`src/hw/rtl/mwo_delay.sv`:
```
// ----------------------------------------------------------------------------
// mwo_delay
// Enabled shift line that keeps side data level with a pipelined unit.
// ----------------------------------------------------------------------------
module mwo_delay #(
  parameter int W     = 8,
  parameter int DEPTH = 4
) (
  input  logic         clk,
  input  logic         rst_n,
  input  logic         en,
  input  logic [W-1:0] din,
  output logic [W-1:0] dout
);

  logic [W-1:0] tap_r [DEPTH];

  for (genvar k = 0; k < DEPTH; k++) begin : g_tap
    logic [W-1:0] prev;
    if (k == 0) begin : g_first
      assign prev = din;
    end else begin : g_next
      assign prev = tap_r[k-1];
    end
    always_ff @(posedge clk) begin
      if (!rst_n) begin
        tap_r[k] <= '0;
      end else if (en) begin
        tap_r[k] <= prev;
      end
    end
  end

  assign dout = tap_r[DEPTH-1];

endmodule

```
`config.mk`:
```
export PLATFORM = sky130hd
export DESIGN_NAME = mwo_delay
export DESIGN_NICKNAME = d
export VERILOG_FILES = /design/src/hw/rtl/mwo_delay.sv
export SDC_FILE = /design/constraint.sdc
export NUM_CORES = 1
export LEC_CHECK = 0
export ABC_CLOCK_PERIOD_IN_PS = 2700
export BUFFER_PORTS_ARGS = -buffer_cell sky130_fd_sc_hd__clkbuf_2
export CAP_MARGIN = 10
export CORE_ASPECT_RATIO = 0.75
export CORE_MARGIN = 2
export CORE_UTILIZATION = 58
export CTS_CLUSTER_DIAMETER = 80
export CTS_CLUSTER_SIZE = 24
export DETAILED_ROUTE_END_ITERATION = 16
export HOLD_SLACK_MARGIN = 0.03
export PLACE_DENSITY = 0.91
export SETUP_SLACK_MARGIN = 0.4
export SKIP_LAST_GASP = 1
export SLEW_MARGIN = 10
export SYNTH_ARGS = -nofsm -noshare
export SYNTH_HDL_FRONTEND = slang
export SYNTH_SLANG_ARGS = --single-unit
```
`constraint.sdc`:
```
create_clock -name clk -period 2.7 [get_ports clk]
set_input_delay 0.675 -clock clk [delete_from_list [all_inputs] [get_ports clk]]
set_output_delay 0.675 -clock clk [all_outputs]
set_load 0.05 [all_outputs]
```
Yosys cells after proc, flatten, opt, wreduce, memory -nomap -nowiden
Memory sizes are Yosys's and may differ from the RTL's.
Index checks and enable logic that the tools add are counted.
{ "word_totals": {"reg_bits": 0, "ramBits": 32, "input_bits": 11, "out_inout_bits": 8, "memories": 1} }
{ "op_classes": {"mux": 8, "bitwise_logic": 4} }
{ "mem_list": {"columns": ["memory", "words", "width", "rd", "rd_clocked_by_memory_dff", "wr", "line_no", "text"], "rows": [
  ["tap_r", 4, 8, 4, 0, 4, "16", "logic [W-1:0] tap_r [DEPTH];"]
]} }
{ "op_table": {"columns": ["cell", "count"], "rows": [
  ["$mux 8", 4],
  ["$mux 1", 4],
  ["$or 1x1->1", 4]
]} }

Longest topological paths before layout
{ "logic_depth": {"word_depth": 4, "depth_mapped": 2} }

Worst setup path after synthesis
Ideal clock, no wire load.
{ "synth_timing": {"path_type": "input to register", "from": "in rst_n", "to": "mem tap_r[0][0] (enable)", "arrival_time_ps": 1460, "path_slack_ps": 850, "cell_stages": 1, "path_buffers": 0, "cell_sequence": "or2b_1"} }
{ "synth_rtl": {"columns": ["item", "line_no", "text"], "rows": [
  ["start: declaration", "10", "input logic rst_n,"],
  ["end: declaration", "16", null]
]} }

==> results.md <==
* Outcome: completed
* Yosys cell types at 5
* Max_cap viols at 0
* Synth top area share at between 70 and 80%
* Main area contributors after synthesis: edfxtp_1, and3_2, buf_2
* TritonCTS clock tree: done
* RR Endpoint: tap_r[2][2]
* Type of origin of the critical path: register
* Fmax at just over 0.6 GHz
* CTS max path bufs at 2
* Final Hold Fails at 0
* Worst-Skew Late Latency at ~320 ps
* Seq. cell area at between 900 and 1000 sq um
* Max reg flops at 32
* All-layer global routing usage at a little over an eighth
* RePlAce Congestion at roughly 0.66
* HP Class: register to register
* Worst Max-Slew Pin Slew at around 670 ps
* Main synth FF type: edfxtp_1
* IO buf count at 18
* Die Area at between 2000 and 3000 sq um
* Delay-heaviest family, CP: flip-flops
* RR Startpoint: tap_r[1][2]
* Mapped Nets at between 80 and 90
* Unrepaired setup endpoints after global routing: false
* Via-per-instance ratio at 5.25
* FF-to-FF setup slack at between 1500 and 2000 ps
* Post-Syn Area at ~1200 sq um
* Synth Warn # at 0
* Post-CTS Resized at 0
* Critical Path Slowest Stage Cell: edfxtp_1
* Fin worst setup slack at about 1100 ps
* WL final at about 1500 um
* Clk_skew at 3.27 ps
* Power Dens Cells at around 650 nW/um^2
* CORE AREA at ~2000 sq um
* CP Max Fanout at 1
* Final nets at 103
* Routed Antenna Nets at 0
* Crit path required time at 2030 ps
* CTS Sinks at 32
* Delay of the slowest critical-path stage at between 300 and 400 ps
* Post-synth top area cell: edfxtp_1
* Endpoint class of the critical path: primary output
* Avg WL per Cell at 12.6 um
* CTS Buf Count at 5
* WS Path Type: register to primary output
* Placed insts at between 100 and 150
* Post-CTS Setup Bufs at 0
* Mapped Cells at ~70
* Cell Chain, Critical Path: clkbuf_2
* VDD IR max at approximately 0.47 mV
* Diode count at 0
* Vias in the first global route at about 600
* Num rows at 14
* Leakage power at between 0.6 and 0.7 nW
* Worst slack at placement at roughly 540 ps
* Area of the multi-input gates at roughly 250 sq um
* H-tree depth at 2
* DIE WIDTH at about 57 um
* EDFF count, synth at 32
* Most instantiated cells after synthesis: and3_2, edfxtp_1, buf_2, clkbuf_2, or2b_1
* Global-route wire length before repair at roughly 2400 um
* Worst Path Buf+Inv at 1
* Share of cells above drive strength 1 at between 60% and 70%
* Detailed-route via count at slightly above 600
* Asr flop ratio synth at 0%
* P&R area growth vs syn at 12.5%
* Setup violators final at 0
* Reg2reg path depth at 1
* Slew Limit Fails at 0
* GR Overflow Total at 0
* Pin count of the biggest net entering global routing at 33
* Synth Area per Inst at between 15 and 20 sq um
* CTS root buf: clkbuf_4
* Post-route insts no fill at between 100 and 150
* Top reg by flops: tap_r
* Iteration-0 DRC Markers at 12
* Starting Density at around three fifths
* Register area share after synthesis at 77.6%
* Fin Setup TNS at 0 ps
* Crit path DAT at a little over 900 ps
* Fill cells at roughly 140
* Antenna violations before repair at 0
* CTS hold repair buffers at 0
* Crit path launch: tap_r[3][3]
* Number of cells on the critical path at 1
* DRC at 0
* Clock Pin Slew Worst Setup and Hold Paths at ~90 ps
* Crit path to: dout[3]
* Final critical delay including setup and external delays at 1610 ps
* #FFs+latches synth at 32
* Die Y at 44.0 um
* I/O pin cnt at 19
* Slew HR at approximately 55%
* Pre-antenna DRT Iters at 4
* Largest registers: tap_r x32
* Period utilisation layout at between 50% and 60%
==> cells by family (layout without fill, tap and decap cells) <==
kind of cell / count (synthesis) / count (layout) / synth area share, %
buffers and inverters: 6 / 28 / 2.42
DFF: 32 / 32 / 77.6
and+or+nand+nor: 33 / 33 / 20.0
==> through the flow <==
stage	total power, mW	util (%)	instance area [sq um]	hold slack, ps
floorplan	0.654	-	1240	555
global placement	0.671	66.7	1340	557
detailed placement	0.675	66.7	1340	564
CTS	0.917	69.1	1390	582
global route	0.940	69.2	1390	604
finish	0.905	69.2	1390	582
==> placed cells by master (no fill, tap or decap) <==
cell      synthesis  routed
clkinv_1          0       1
clkbuf_1          0       2
buf_4             0       2
clkbuf_4          0       5
and3_2           32      32
clkbuf_2          3      18
edfxtp_1         32      32
or2b_2            0       1
==> per-layer routing <==
layer | wire length (um) | up-vias | track usage (%)
li1 | - | 314 | -
met1 | 636 | 278 | 13.1
met2 | 700 | 20 | 23.4
met3 | 115 | 2 | 8.77
met4 | 23 | 0 | 6.05
met5 | 0 | - | 0
==> worst min path at each step <==
stage / start / end / slack, ps / depth (start not counted)
5_1_grt: tap_r[0][3] / tap_r[1][3] / 600 / 1
3_3_place_gp: tap_r[0][6] / tap_r[1][6] / 560 / 1
2_1_floorplan: tap_r[2][7] / tap_r[3][7] / 550 / 1
4_1_cts: tap_r[0][0] / tap_r[1][0] / 580 / 1
6_report: tap_r[0][3] / tap_r[1][3] / 580 / 1
3_5_place_dp: tap_r[1][1] / tap_r[2][1] / 560 / 1
==> power by group <==
| part | internal [mW] | switching [mW] |
|---|---|---|
| combinational | 0.0233 | 0.0511 |
| clock | 0.0999 | 0.143 |
| sequential | 0.581 | 0.00667 |
| total | 0.705 | 0.200 |
==> layout make-up <==
cell class,instances,share of cell area (%)
Tap cell,24,2.15
Clock inverter,1,0.269
Timing Repair Buffer,20,7.54
Clock buffer,7,3.23
Sequential cell,32,68.9
Multi-Input combinational cell,33,17.9
No activity file was read; power rests on OpenSTA's default activity.
