File: config.mk
export PLATFORM = sky130hd
export DESIGN_NAME = mwo_sine
export DESIGN_NICKNAME = d
export VERILOG_FILES = /design/src/hw/rtl/mwo_pkg.sv /design/src/hw/rtl/mwo_sine.sv
export SDC_FILE = /design/constraint.sdc
export NUM_CORES = 2
export LEC_CHECK = 0
export BUFFER_PORTS_ARGS = -buffer_cell sky130_fd_sc_hd__buf_2
export CAP_MARGIN = 15
export CORE_MARGIN = 2
export CORE_UTILIZATION = 28
export DETAILED_ROUTE_END_ITERATION = 16
export GPL_ROUTABILITY_DRIVEN = 0
export PLACE_DENSITY_LB_ADDON = 0.15
export SLEW_MARGIN = 5
export SYNTH_ARGS = -nofsm -noshare
export SYNTH_HDL_FRONTEND = slang
export SYNTH_SLANG_ARGS = --single-unit
File: constraint.sdc
create_clock -name clk -period 17 [get_ports clk]
set_input_delay 3.4 -clock clk [delete_from_list [all_inputs] [get_ports clk]]
set_output_delay 3.4 -clock clk [all_outputs]
set_load 0.05 [all_outputs]
File: src/hw/rtl/mwo_pkg.sv
// ----------------------------------------------------------------------------
// mwo_pkg
// Shared types and constants of the multi-waveform oscillator.
// ----------------------------------------------------------------------------
package mwo_pkg;

  typedef enum logic [2:0] {
    MODE_SINE  = 3'd0,
    MODE_TRI   = 3'd1,
    MODE_PULSE = 3'd2,
    MODE_SAW   = 3'd3,
    MODE_USER  = 3'd4
  } mode_t;

  localparam logic [2:0] REG_WAVE_MODE  = 3'd0;
  localparam logic [2:0] REG_DUTY_WIDTH = 3'd1;
  localparam logic [2:0] REG_RATE_HZ    = 3'd2;
  localparam logic [2:0] REG_LEVEL_RNG  = 3'd3;
  localparam logic [2:0] REG_HARM_LO    = 3'd4;
  localparam logic [2:0] REG_HARM_HI    = 3'd5;
  localparam logic [2:0] REG_USER_LO    = 3'd6;
  localparam logic [2:0] REG_USER_HI    = 3'd7;

  // Q28 Taylor coefficients of sin(pi*z/2)
  localparam logic [28:0] SC_A = 29'd421657428;
  localparam logic [28:0] SC_B = 29'd173399667;
  localparam logic [28:0] SC_C = 29'd21392326;
  localparam logic [28:0] SC_D = 29'd1256749;
  localparam logic [28:0] SC_E = 29'd43068;

  localparam logic [16:0] Q15_ONE = 17'd32768;

  localparam int SINE_LAT = 6;

endpackage

File: src/hw/rtl/mwo_sine.sv
// ----------------------------------------------------------------------------
// mwo_sine
// Sine of a 16-bit phase, Q15, through a six-stage Horner pipeline.
// ----------------------------------------------------------------------------
module mwo_sine
  import mwo_pkg::*;
(
  input  logic               clk,
  input  logic               en,
  input  logic [15:0]        phase,
  output logic signed [16:0] sine
);

  logic [16:0] z_c;
  logic [33:0] zz_c;
  logic [16:0] z_r  [5];
  logic [16:0] z2_r [4];
  logic        neg_r [5];
  logic [28:0] t_r  [4];
  logic [45:0] p_c  [4];
  logic [45:0] fin_c;
  logic [16:0] mag_c;

  // odd quadrants run the quarter wave backwards
  always_comb begin
    z_c  = phase[14] ? (Q15_ONE << 1) - {1'b0, phase[13:0], 2'b00}
                     : {1'b0, phase[13:0], 2'b00};
    zz_c = 34'(z_c) * 34'(z_c);
    p_c[0] = 46'(SC_E) * 46'(z2_r[0]);
    p_c[1] = 46'(t_r[0]) * 46'(z2_r[1]);
    p_c[2] = 46'(t_r[1]) * 46'(z2_r[2]);
    p_c[3] = 46'(t_r[2]) * 46'(z2_r[3]);
    fin_c  = 46'(t_r[3]) * 46'(z_r[4]);
    mag_c  = (fin_c[45:29] > Q15_ONE) ? Q15_ONE : fin_c[45:29];
  end

  always_ff @(posedge clk) begin
    if (en) begin
      z_r[0]   <= z_c;
      z2_r[0]  <= zz_c[32:16];
      neg_r[0] <= phase[15];
      t_r[0]   <= SC_D - 29'(p_c[0] >> 16);
      t_r[1]   <= SC_C - 29'(p_c[1] >> 16);
      t_r[2]   <= SC_B - 29'(p_c[2] >> 16);
      t_r[3]   <= SC_A - 29'(p_c[3] >> 16);
      for (int k = 1; k < 5; k++) begin
        z_r[k]   <= z_r[k-1];
        neg_r[k] <= neg_r[k-1];
      end
      for (int k = 1; k < 4; k++) begin
        z2_r[k] <= z2_r[k-1];
      end
      sine <= neg_r[4] ? -$signed(mag_c) : $signed(mag_c);
    end
  end

endmodule

# Word-level counts from Yosys, hierarchy flattened
# Memories as Yosys holds them, arrays and structs flattened.
# Index checks and enable logic that the tools add are counted.
# W data, S select, Z words.
[totals]
in_bits = 18
ff_bits = 17
n_memories = 4
out_inout_bits = 17
elab_cells = 23
ramBits = 274
[memory_table]
columns = ["name", "depth", "word_bits", "rd", "rd_clocked_by_memory_dff", "write_ports", "line", "source"]
rows = [
  ["t_r", 4, 29, 4, 0, 4, "mwo_sine.sv:19", "logic [28:0] t_r [4];"],
  ["z_r", 5, 17, 5, 0, 5, "mwo_sine.sv:16", "logic [16:0] z_r [5];"],
  ["z2_r", 4, 17, 4, 0, 4, "mwo_sine.sv:17", "logic [16:0] z2_r [4];"],
  ["neg_r", 5, 1, 5, 0, 5, "mwo_sine.sv:18", "logic neg_r [5];"],
]
[classes]
n_mul = 6
magnitude_cmp = 1
n_mux = 5
n_addsub = 6
[ops]
columns = ["cell", "count"]
rows = [
  ["$mul A29 B17 Y45", 3],
  ["$mux W17", 3],
  ["$mul A29 B17 Y46", 1],
  ["$mul A17 B17 Y33", 1],
  ["$mul A14 B17 Y31 const A", 1],
  ["$sub A25 B29 Y29 const A", 1],
  ["$sub A28 B29 Y29 const A", 1],
  ["$sub A29 B29 Y29 const A", 1],
  ["$sub A21 B17 Y22 const A", 1],
  ["$gt A17 B16 Y1 const B", 1],
  ["$neg A17 Y17", 1],
  ["$sub A17 B16 Y17 const A", 1],
  ["$mux W1", 2],
]

# Logic depth before layout (Yosys ltp)
# An unclocked memory read counts as a cell.
[depth]
depth_word = 6
depth_mapped = 34
ltp_nobuf = 33

# Least setup slack after synthesis
# No wires, ideal clock.
[synth_timing]
kind = "input-to-reg"
from = "input port phase[0]"
to = "memory z2_r[0][16], data pin"
arrival_ns = 10.908
stages = 29
path_buffers = 1
path_slack_ns = 5.832
setup_ns = 0.260
required_time_ns = 16.740
cell_sequence = "clkbuf_1 inv_1 ha_1 nand2_1 or3_1 or3_1 and2_1 xnor2_1 clkinv_1 nand2_1 fa_1 fa_1 fa_1 fa_1 inv_1 fa_1 fa_1 ha_1 and4_1 a221o_1 a41o_1 a21o_1 a21oi_1 o2111ai_1 nand3_1 a41oi_1 a21oi_1 o21bai_1 xnor2_1"
[synth_rtl]
columns = ["item", "line", "source"]
rows = [
  ["start, declared", "mwo_sine.sv:10", "input logic [15:0] phase,"],
  ["end, declared", "mwo_sine.sv:17", ""],
]

==> metrics.md <==
| Metric | Value |
|---|---|
| Status | complete, no violations |
| Worst skew pair latency | 0.63 ns |
| CP Launch Type | input pin |
| Syn Inst Count | 7922 |
| Die area | 266000 um^2 |
| Crit path DAT | 12.73 ns |
| FF+latch count, synth | 266 |
| WP buf/inv | 6 |
| PortBufs | 34 |
| Reg clk slew, reported paths | approximately 0.060 ns |
| Initial antenna violation count | 8 |
| Drt pass-1 iters | 5 |
| Post-synth EDFFs | 266 |
| Met3 routed wirelength | 4860 um |
| Fmax | 0.0809 GHz |
| # setup viols final | 0 |
| Die H | 516 um |
| Die extent in x | between 500 and 600 um |
| I/O pins | 35 |
| Setup Total Neg Slack | 0 ns |
| Fin nets | between 10000 and 15000 |
| Slowest CP cell | xnor2_1 |
| Yosys warns | 0 |
| Critical path class | input pin to flip-flop |
| Final Cycle Share | 72.7% |
| Reg2reg setup slack | 7.74 ns |
| Final Skew | 0.0367 ns |
| Fill cells | 27568 |
| Core area | 260000 um^2 |
| All-layer global routing usage | between 10% and 20% |
| Crit path max fanout | 11 |
| Max-slew violations | 0 |
| Most common cell after layout, fill and taps aside | inv_1 |
| H-tree Lvls | 2 |
| Met1 WL | 91100 um |
| RSZ-0062 raised after global routing | false |
| Worst rel slew slack | 24.2% |
| Starting Density | 28.2% |
| DP Wirelength | 153000 um |
| DR vias | 51311 |
| CTS resizes | 0 |
| Biggest cell delay along the critical path | around 0.74 ns |
| Most used cell, CP | fa_1 |
| Ys flop type | edfxtp_1 |
| Rows | 187 |
| Fin. Hold Viols | 0 |
| Remaining global-route overflow | 0 |
| Drt via density | 4.53 |
| Number of global-route vias before repair | 57353 |
| Total CTS buffers | 40 |
| Layout cells sized above 1 | 3.29% |
| Post-DRT Antenna Nets | 0 |
| Synth Cell Area | ~73000 um^2 |
| Largest net degree at the start of global routing | 151 |
| Most frequent cells in the layout | inv_1, fa_1, nand2_1, ha_1, and2_1 |
| Worst slew pin tran | 1.14 ns |
| Max-cap viol count | 0 |
| CTS tree | done |
| Routed length per placed instance | 17.5 um |
| Seq/Total Area, Yosys | a little over a tenth |
| 1st-iter DRT viols | ~2200 |
| Drt total wl | 198000 um |
| Maximum clock insertion buffer count | 3 |
| Syn-to-layout area delta | 7.52% |
| Minimum clock period | 12.36 ns |
| Async SR Flop Fraction | 0% |
| Setup Fix Bufs, Post-CTS | 0 |
| Hold buffers post-CTS | 0 |
| # DRC | 0 |
| Clock sink count | 266 |
| Crit end category | flip-flop |
| Max Used Layer | met4 |
| First-pass GRT wire length | 323000 um |
| Met2 wire length | between 90000 and 100000 um |
| CP delay by family, top | adder cells |
| Worst Path Required | 17.37 ns |
| Distinct cells, synth | 103 |
| HP Class | flip-flop to flip-flop |
| Clock Tree Root | clkbuf_16 |
| Avg Cell Area, Syn | 9.26 um^2 |
==> logic make-up (layout without fill, tap and decap cells) <==
logic type | Yosys count | count (layout) | synth area share, %
compound gates | 611 | 611 | 5.70
mux | 14 | 14 | 0.200
other cells | 2 | 13 | 0.0102
fa+ha+maj | 2261 | 2261 | 54.3
simple gates | 2414 | 2414 | 15.4
xor+xnor | 205 | 205 | 2.47
flops | 266 | 266 | 10.9
buf+inv | 2149 | 2036 | 11.0
==> path summary, 6_finish.rpt <==
kind | cells after the start | from | endpoint
setup / recovery | 30 | phase[0] | z2_r[0][16]$_DFFE_PP_
hold / removal | 0 | neg_r[0][3]$_DFFE_PP_ | neg_r[0][4]$_DFFE_PP_
setup reg to reg | 25 | t_r[3][14]$_DFFE_PP_ | sine[8]$_DFFE_PP_
hold reg to reg | 0 | neg_r[0][3]$_DFFE_PP_ | neg_r[0][4]$_DFFE_PP_
==> cells in the mapped netlist (all sizes together) (31+ instances only) <==
library cell | number | area [um^2]
inv | 1820 | 6830
fa | 1540 | 30800
nand2 | 1323 | 4970
ha | 721 | 9020
and2 | 557 | 3480
clkbuf | 311 | 1170
edfxtp | 266 | 7990
nor2 | 201 | 754
a21oi | 183 | 923
xnor2 | 136 | 1210
o21ai | 110 | 566
xor2 | 69 | 604
nand3 | 67 | 335
a21o | 62 | 465
nor3 | 51 | 255
nand4 | 31 | 194
==> metrics by stage <==
stage	cells	util (%)	hold slack, ns	setup WS, ns	instance area, um^2
2_1_floorplan	7930	-	0.400	5.83	73400
3_3_place_gp	11238	29.8	0.401	4.04	77500
3_5_place_dp	11238	29.8	0.405	3.89	77500
4_1_cts	11312	30.3	0.418	4.54	78900
5_1_grt	11316	30.3	0.424	3.75	78900
6_report	11316	30.3	0.417	4.64	78900
==> registers in the layout, summed over array words and instances (netlist names) <==
signal / flops
t_r: 101
z_r: 75
z2_r: 68
sine: 17
neg_r: 5
==> area by class of cell <==
| type | instances | area (um^2) | share of cell area [%] |
|---|---|---|---|
| flip-flops and latches | 266 | 7990 | 10.1 |
| diodes | 3 | 7.51 | 0.00952 |
| repair buffers | 135 | 951 | 1.21 |
| multi-input cells | 5515 | 57300 | 72.7 |
| clock inverters | 28 | 350 | 0.444 |
| clock buffers | 46 | 1020 | 1.30 |
| well taps | 3496 | 4370 | 5.55 |
| inverters | 1827 | 6860 | 8.69 |
==> layer usage <==
layer,vias up,GRT usage (%)
met2,667,27.3
li1,23709,-
met3,177,1.13
met5,-,0
met1,26758,20.6
met4,0,2.90
Power is not shown: default switching activity piles up to over one toggle a cycle in this logic, so the estimate is an artifact.
