## src/hw/rtl/mwo_div.sv

```systemverilog
// ----------------------------------------------------------------------------
// mwo_div
// Pipelined restoring divider, one quotient bit per stage, QW stages.
// The dividend must stay below den << QW.
// ----------------------------------------------------------------------------
module mwo_div #(
  parameter int NW = 32,
  parameter int DW = 16,
  parameter int QW = 32
) (
  input  logic          clk,
  input  logic          en,
  input  logic [NW-1:0] num,
  input  logic [DW-1:0] den,
  output logic [QW-1:0] quo,
  output logic [DW-1:0] rem
);

  localparam int XW = (NW > DW + QW) ? NW : DW + QW;

  logic [XW-1:0] rem_r [QW];
  logic [DW-1:0] den_r [QW];
  logic [QW-1:0] quo_r [QW];

  for (genvar s = 0; s < QW; s++) begin : g_step
    logic [XW-1:0] r_in;
    logic [DW-1:0] d_in;
    logic [QW-1:0] q_in;
    logic [XW-1:0] trial;
    logic          take;
    if (s == 0) begin : g_first
      assign r_in = XW'(num);
      assign d_in = den;
      assign q_in = '0;
    end else begin : g_next
      assign r_in = rem_r[s-1];
      assign d_in = den_r[s-1];
      assign q_in = quo_r[s-1];
    end
    assign trial = XW'(d_in) << (QW - 1 - s);
    assign take  = (r_in >= trial);
    always_ff @(posedge clk) begin
      if (en) begin
        rem_r[s] <= take ? r_in - trial : r_in;
        den_r[s] <= d_in;
        quo_r[s] <= (q_in << 1) | QW'(take);
      end
    end
  end

  assign quo = quo_r[QW-1];
  assign rem = rem_r[QW-1][DW-1:0];

endmodule

```

## config.mk

```make
export PLATFORM = sky130hd
export DESIGN_NAME = mwo_div
export DESIGN_NICKNAME = d
export VERILOG_FILES = /design/src/hw/rtl/mwo_div.sv
export SDC_FILE = /design/constraint.sdc
export NUM_CORES = 2
export LEC_CHECK = 0
export BUFFER_PORTS_ARGS = -buffer_cell sky130_fd_sc_hd__buf_2
export CAP_MARGIN = 20
export CORE_ASPECT_RATIO = 0.9
export CORE_MARGIN = 4
export CORE_UTILIZATION = 40
export DETAILED_ROUTE_END_ITERATION = 6
export PLACE_DENSITY = 0.53
export SYNTH_ARGS = -nofsm -noshare
export SYNTH_HDL_FRONTEND = slang
export SYNTH_SLANG_ARGS = --single-unit
```

## constraint.sdc

```tcl
create_clock -name clk -period 6.3 [get_ports clk]
set_input_delay 0.315 -clock clk [delete_from_list [all_inputs] [get_ports clk]]
set_output_delay 0.315 -clock clk [all_outputs]
set_load 0.01 [all_outputs]
```

-- Word-level counts from Yosys, hierarchy flattened
Memories as Yosys holds them, arrays and structs flattened.
Cells that the tools add are included.
- bits in latches: 0
- bits in registers: 0
- RAM bits: 3072
- logic and storage cells: 132
- bits in read-only memories: 0
- output and inout bits: 48
- input port bits: 50
- memories: 3
- memory list (name ; words ; bits a word ; rd ports ; clocked after memory_dff ; wr ports ; line ; RTL):
    rem_r ; 32 ; 48 ; 32 ; 0 ; 32 ; 21 ; logic [XW-1:0] rem_r [QW];
    quo_r ; 32 ; 32 ; 32 ; 0 ; 32 ; 23 ; logic [QW-1:0] quo_r [QW];
    den_r ; 32 ; 16 ; 31 ; 0 ; 32 ; 22 ; logic [DW-1:0] den_r [QW];
- bitwise gates (word level): 31
- $mul: 0
- order comparisons: 32
- add/subtract/negate cells: 32
- shift-type cells: 0
- eq/ne operators: 0
- reduce and logical (&&, ||, !) cells: 0
- mux-type cells: 34
- div/mod/pow operators: 0
- operator list (kind ; number):
    2-to-1 mux 48 bit ; 32
    OR 32 x 1 -> 32 bit ; 31
    >= comparator 48 x 16 -> 1 bit ; 1
    >= comparator 48 x 17 -> 1 bit ; 1
    >= comparator 48 x 18 -> 1 bit ; 1
    >= comparator 48 x 19 -> 1 bit ; 1
    >= comparator 48 x 20 -> 1 bit ; 1
    >= comparator 48 x 21 -> 1 bit ; 1
    >= comparator 48 x 22 -> 1 bit ; 1
    >= comparator 48 x 23 -> 1 bit ; 1
    >= comparator 48 x 24 -> 1 bit ; 1
    >= comparator 48 x 25 -> 1 bit ; 1
    >= comparator 48 x 26 -> 1 bit ; 1
    >= comparator 48 x 27 -> 1 bit ; 1
    >= comparator 48 x 28 -> 1 bit ; 1
    >= comparator 48 x 29 -> 1 bit ; 1
    >= comparator 48 x 30 -> 1 bit ; 1
    >= comparator 48 x 31 -> 1 bit ; 1
    >= comparator 48 x 32 -> 1 bit ; 1
    >= comparator 48 x 33 -> 1 bit ; 1
    >= comparator 48 x 34 -> 1 bit ; 1
    >= comparator 48 x 35 -> 1 bit ; 1
    >= comparator 48 x 36 -> 1 bit ; 1
    >= comparator 48 x 37 -> 1 bit ; 1
    other kinds (43) ; 44

-- Depth between registers and ports, before layout
An unclocked memory read counts as a cell.
- depth in word-level cells: 3
- depth in mapped cells: 14
- depth with buffers taken out: 12

-- Worst setup path before layout
OpenSTA, ideal clock, no wires.
- path type: register -> register
- from: mem rem_r[3][130] (netlist bit)
- to: mem rem_r[3][164] (netlist bit) (data pin)
- cell stages (with the launch flop): 9
- setup slack: 2.847 ns
- setup time: 0.260 ns
- buffers on the path: 2
- data required time: 6.040 ns
- arrival: 3.194 ns
- period minus slack after synthesis: 3.453 ns
- cell sequence: edfxtp_1 -> or3_1 -> or4_1 -> clkbuf_1 -> or4_1 -> or4_1 -> nor2b_2 -> buf_4 -> mux2_2
- RTL lines (what ; line):
    start: declaration ; 21

==> metrics.md <==
| Metric | Value |
|---|---|
| Area overhead of the layout relative to synthesis | `12.6%` |
| Sinks on Clock Net | `2528` |
| Final critical-path share of the clock period | `67.4%` |
| Share of flip-flops with an asynchronous set or reset | `0%` |
| Min Hold Slack | `179 ps` |
| Pins over their slew limit | `0` |
| Total count of hold-check failures in the final report | `0` |
| Ports placed on the boundary | `98` |
| Detailed Route Iter0 Violations | `about 6600` |
| Post-route setup slack | `2050 ps` |
| Reg-to-reg endpoint | `rem_r[5][140]$_DFFE_PP_` |
| Count of standard-cell rows | `189` |
| Cells on worst reg2reg path | `8` |
| Standby leakage power | `a little under 0.05 uW` |
| Slew at the pin closest to its max-slew limit | `1120 ps` |
| Initial core utilization | `40.2%` |
| Seq/Total Area, Yosys | `64.1%` |
| Netlist area before placement | `about 0.12 mm^2` |
| Critical path peak fanout | `11` |
| Global-route wire length before repair | `437 mm` |
| Clock tree from TritonCTS | `built` |
| Setup repair after global routing missed its margin | `no` |
| Layout cells sized above 1 | `under 10%` |
| Die ar. | `0.305 mm^2` |
| WL/cell | `roughly 21 um` |
| Core area | `0.295 mm^2` |
| Post-synth net total | `9664` |
| Detailed-route via count | `73423` |
| Syn_area_per_cell | `between 10 and 15 um^2` |
| Clock buffers created by TritonCTS | `between 200 and 300` |
| Post-route cell area | `0.133 mm^2` |
| CP startpoint kind | `flop` |
| Synth unique cells | `96` |
| Number of antenna-violating nets in the routed design | `0` |
| Final wirelength | `~290 mm` |
| Max Root-Sink Buffers | `4` |
| Required time worst endpoint | `6900 ps` |
| Number of H-tree levels | `5` |
| Data arrival, critical path | `~4900 ps` |
| Number of fill cells in the layout | `26268` |
| Relative slew slack | `23.4%` |
| Via count normalized by instance count | `5.41` |
| GRT Total Usage | `18.4%` |
| Total of buffers placed on input and output ports | `97` |
| EDFF count, synth | `2528` |
| Maximum number of pins on one net before global-route repair | `around 180` |
| Setup-violating endpoint count in the final report | `0` |
| Placer Congestion | `slightly below 0.9` |
| Antenna violations before repair | `14` |
| Pre-CTS setup slack | `1850 ps` |
| Reg2Reg Launch Point | `rem_r[5][76]$_DFFE_PP_` |
| Critical path capture point type | `flop` |
| Flops & latches, synth | `between 2000 and 3000` |
| Cell area power density | `~410 mW/mm^2` |
| Maximum clock skew at final layout | `approximately 50 ps` |
| Dpl hpwl | `approximately 210 mm` |
| Area used by multi-input combinational logic | `a little under 0.04 mm^2` |
| First drt pass iteration count | `7` |
| Failing checks | `DRC` |
| Dominant synthesized flop cell | `edfxtp_1` |
| Clock slew at reported path FFs | `approximately 60 ps` |
| Count of nets after finishing | `10011` |
| Setup TNS Final | `0 ps` |
| Worst hold path startpoint | `num[0]` |
| Worst min path class | `in -> reg` |
| # DRC | `1` |
| Class of the most critical setup path | `reg -> reg` |
| Flop2flop setup slack | `2050 ps` |
| Number of global-route vias before repair | `70400` |
| Worst Hold Path Cells | `2` |
| Upper clock frequency limit | `0.235 GHz` |
| Result of the run | `finished with violations` |
| Cell at the root of the clock tree | `clkbuf_16` |
| Horizontal die dimension | `a little under 600 um` |
| Count of mapped cells out of synthesis | `9085` |
| Remaining Overflow, GRT | `0` |
| Post-cts resize count | `0` |
| Flip-flop and latch area | `0.0759 mm^2` |
| Die Y-Extent | `524 um` |
| Yosys warning total | `0` |
| Post-Place Cell Area | `around 0.12 mm^2` |
| Number of max-capacitance violations reported | `0` |
| Worst hold path endpoint | `rem_r[0][0]$_DFFE_PP_` |
| Worst-Skew Late Latency | `860 ps` |
| Min Clock Period, post-route | `4250 ps` |
| Maximum VDD drop | `0.273 mV` |
-- power by group --
part / total (uW) / internal, uW / switching, uW
clock: 15900 / 9240 / 6650
combinational: 14500 / 6030 / 8470
sequential: 24500 / 22200 / 2310
total: 54900 / 37500 / 17400
-- placed cells by master, fill, tap and decap left out, types with 31 or more instances in the layout --
master	count
nand2_1	559
ha_1	498
clkbuf_1	53
nand3_1	153
o21bai_1	44
nand3b_1	38
buf_2	98
clkinv_2	40
nand4_1	125
dlygate4sd3_1	48
o211ai_1	35
nor4b_1	38
clkbuf_16	291
mux2_2	106
o31ai_1	42
a21oi_1	524
and3_1	41
nand4b_1	33
buf_4	63
a21o_1	179
nor3_1	226
nand2b_1	81
nor4_1	206
inv_1	656
a31oi_1	46
nor2_1	568
xnor2_1	445
clkinv_1	70
and4_1	32
o31a_1	32
fa_1	31
o21ai_0	464
o21a_1	84
a211oi_1	49
or3_1	106
nor2b_1	81
or4_1	80
xor2_1	402
or2_2	50
edfxtp_1	2528
-- kinds of logic after synthesis --
group	count (synthesis)	share of synthesized area (%)
buffers and inverters	821	2.63
adder cells (fa/ha/maj)	529	5.79
AO/OA/AOI/OAI	1710	8.97
XOR/XNOR	847	6.26
multiplexers	112	1.06
flip-flops	2528	64.1
AND/OR/NAND/NOR	2538	11.2
-- how the worst max path moves through the flow --
stage / from / endpoint / slack [ps] / depth (start not counted)
floorplan: rem_r[3][130]$_DFFE_PP_ / rem_r[3][164]$_DFFE_PP_ / 2850 / 8
global placement: rem_r[5][58]$_DFFE_PP_ / rem_r[5][142]$_DFFE_PP_ / 1680 / 9
detailed placement: rem_r[6][123]$_DFFE_PP_ / rem_r[6][183]$_DFFE_PP_ / 1850 / 8
CTS: rem_r[6][123]$_DFFE_PP_ / rem_r[6][183]$_DFFE_PP_ / 1860 / 8
global route: rem_r[5][130]$_DFFE_PP_ / rem_r[5][188]$_DFFE_PP_ / 1650 / 9
finish: rem_r[5][76]$_DFFE_PP_ / rem_r[5][140]$_DFFE_PP_ / 2050 / 8
-- cell type report --
type / count / share of cell area [%]
flip-flops and latches: 2528 / 56.9
multi-input cells: 5736 / 29.6
clock buffers: 344 / 5.61
well taps: 3915 / 3.67
inverters: 662 / 1.86
repair buffers: 224 / 1.29
clock inverters: 159 / 1.01
diodes: 5 / 0.00938
-- Yosys cell counts, drive strengths merged, types with 106 or more instances --
cell | number | area share, %
nand2 | 559 | 1.8
nor4 | 209 | 1.1
nand4 | 126 | 0.67
ha | 498 | 5.3
xor2 | 402 | 3.0
or3 | 106 | 0.56
a21o | 179 | 1.1
mux2 | 106 | 1.0
a21oi | 526 | 2.2
nor2 | 570 | 1.8
nand3 | 153 | 0.65
inv | 660 | 2.1
xnor2 | 445 | 3.3
nor3 | 229 | 0.97
o21ai | 467 | 2.0
clkbuf | 137 | 0.43
edfxtp | 2528 | 64
-- flip-flops by register name, summed over array words and instances (netlist names) --
register  count
quo_r       528
rem_r      1504
den_r       496
-- timing repair --
| action | 4_1_cts | 5_1_grt |
|---|---|---|
| setup endpoints to repair | 0 | 0 |
| hold buffers | 48 | 0 |
| buffers inserted | 0 | 0 |
| endpoints found under the hold margin | 55 | 0 |
-- metal layers --
layer  part of all wire, %  global-route usage (%)  routed length (um)  vias up
met2                    40                    25.6              116000     2151
met4                   3.2                    5.87                9280        0
li1                      -                       -                   -    34820
met1                    50                    28.8              143000    36015
met3                   6.6                    3.32               19100      437
met5                     0                       0                   0        -
-- stage by stage --
step	total power (uW)	util, %	std cells
2_1_floorplan	34300	-	9085
3_3_place_gp	38900	42.1	13010
3_5_place_dp	39000	42.1	13012
4_1_cts	55300	45.2	13563
5_1_grt	58000	45.3	13569
6_report	54900	45.3	13573
-- worst max-delay path, cell delays in order (launching register included) --
cell and delay, ps:
edfxtp_1 450, or4_1 570, or3_1 450, or2_1 410, or4_1 440, or3_1 450, o211ai_1 870, nor4_1 140
xor2_1 190
(Power assumes the default switching activity.)
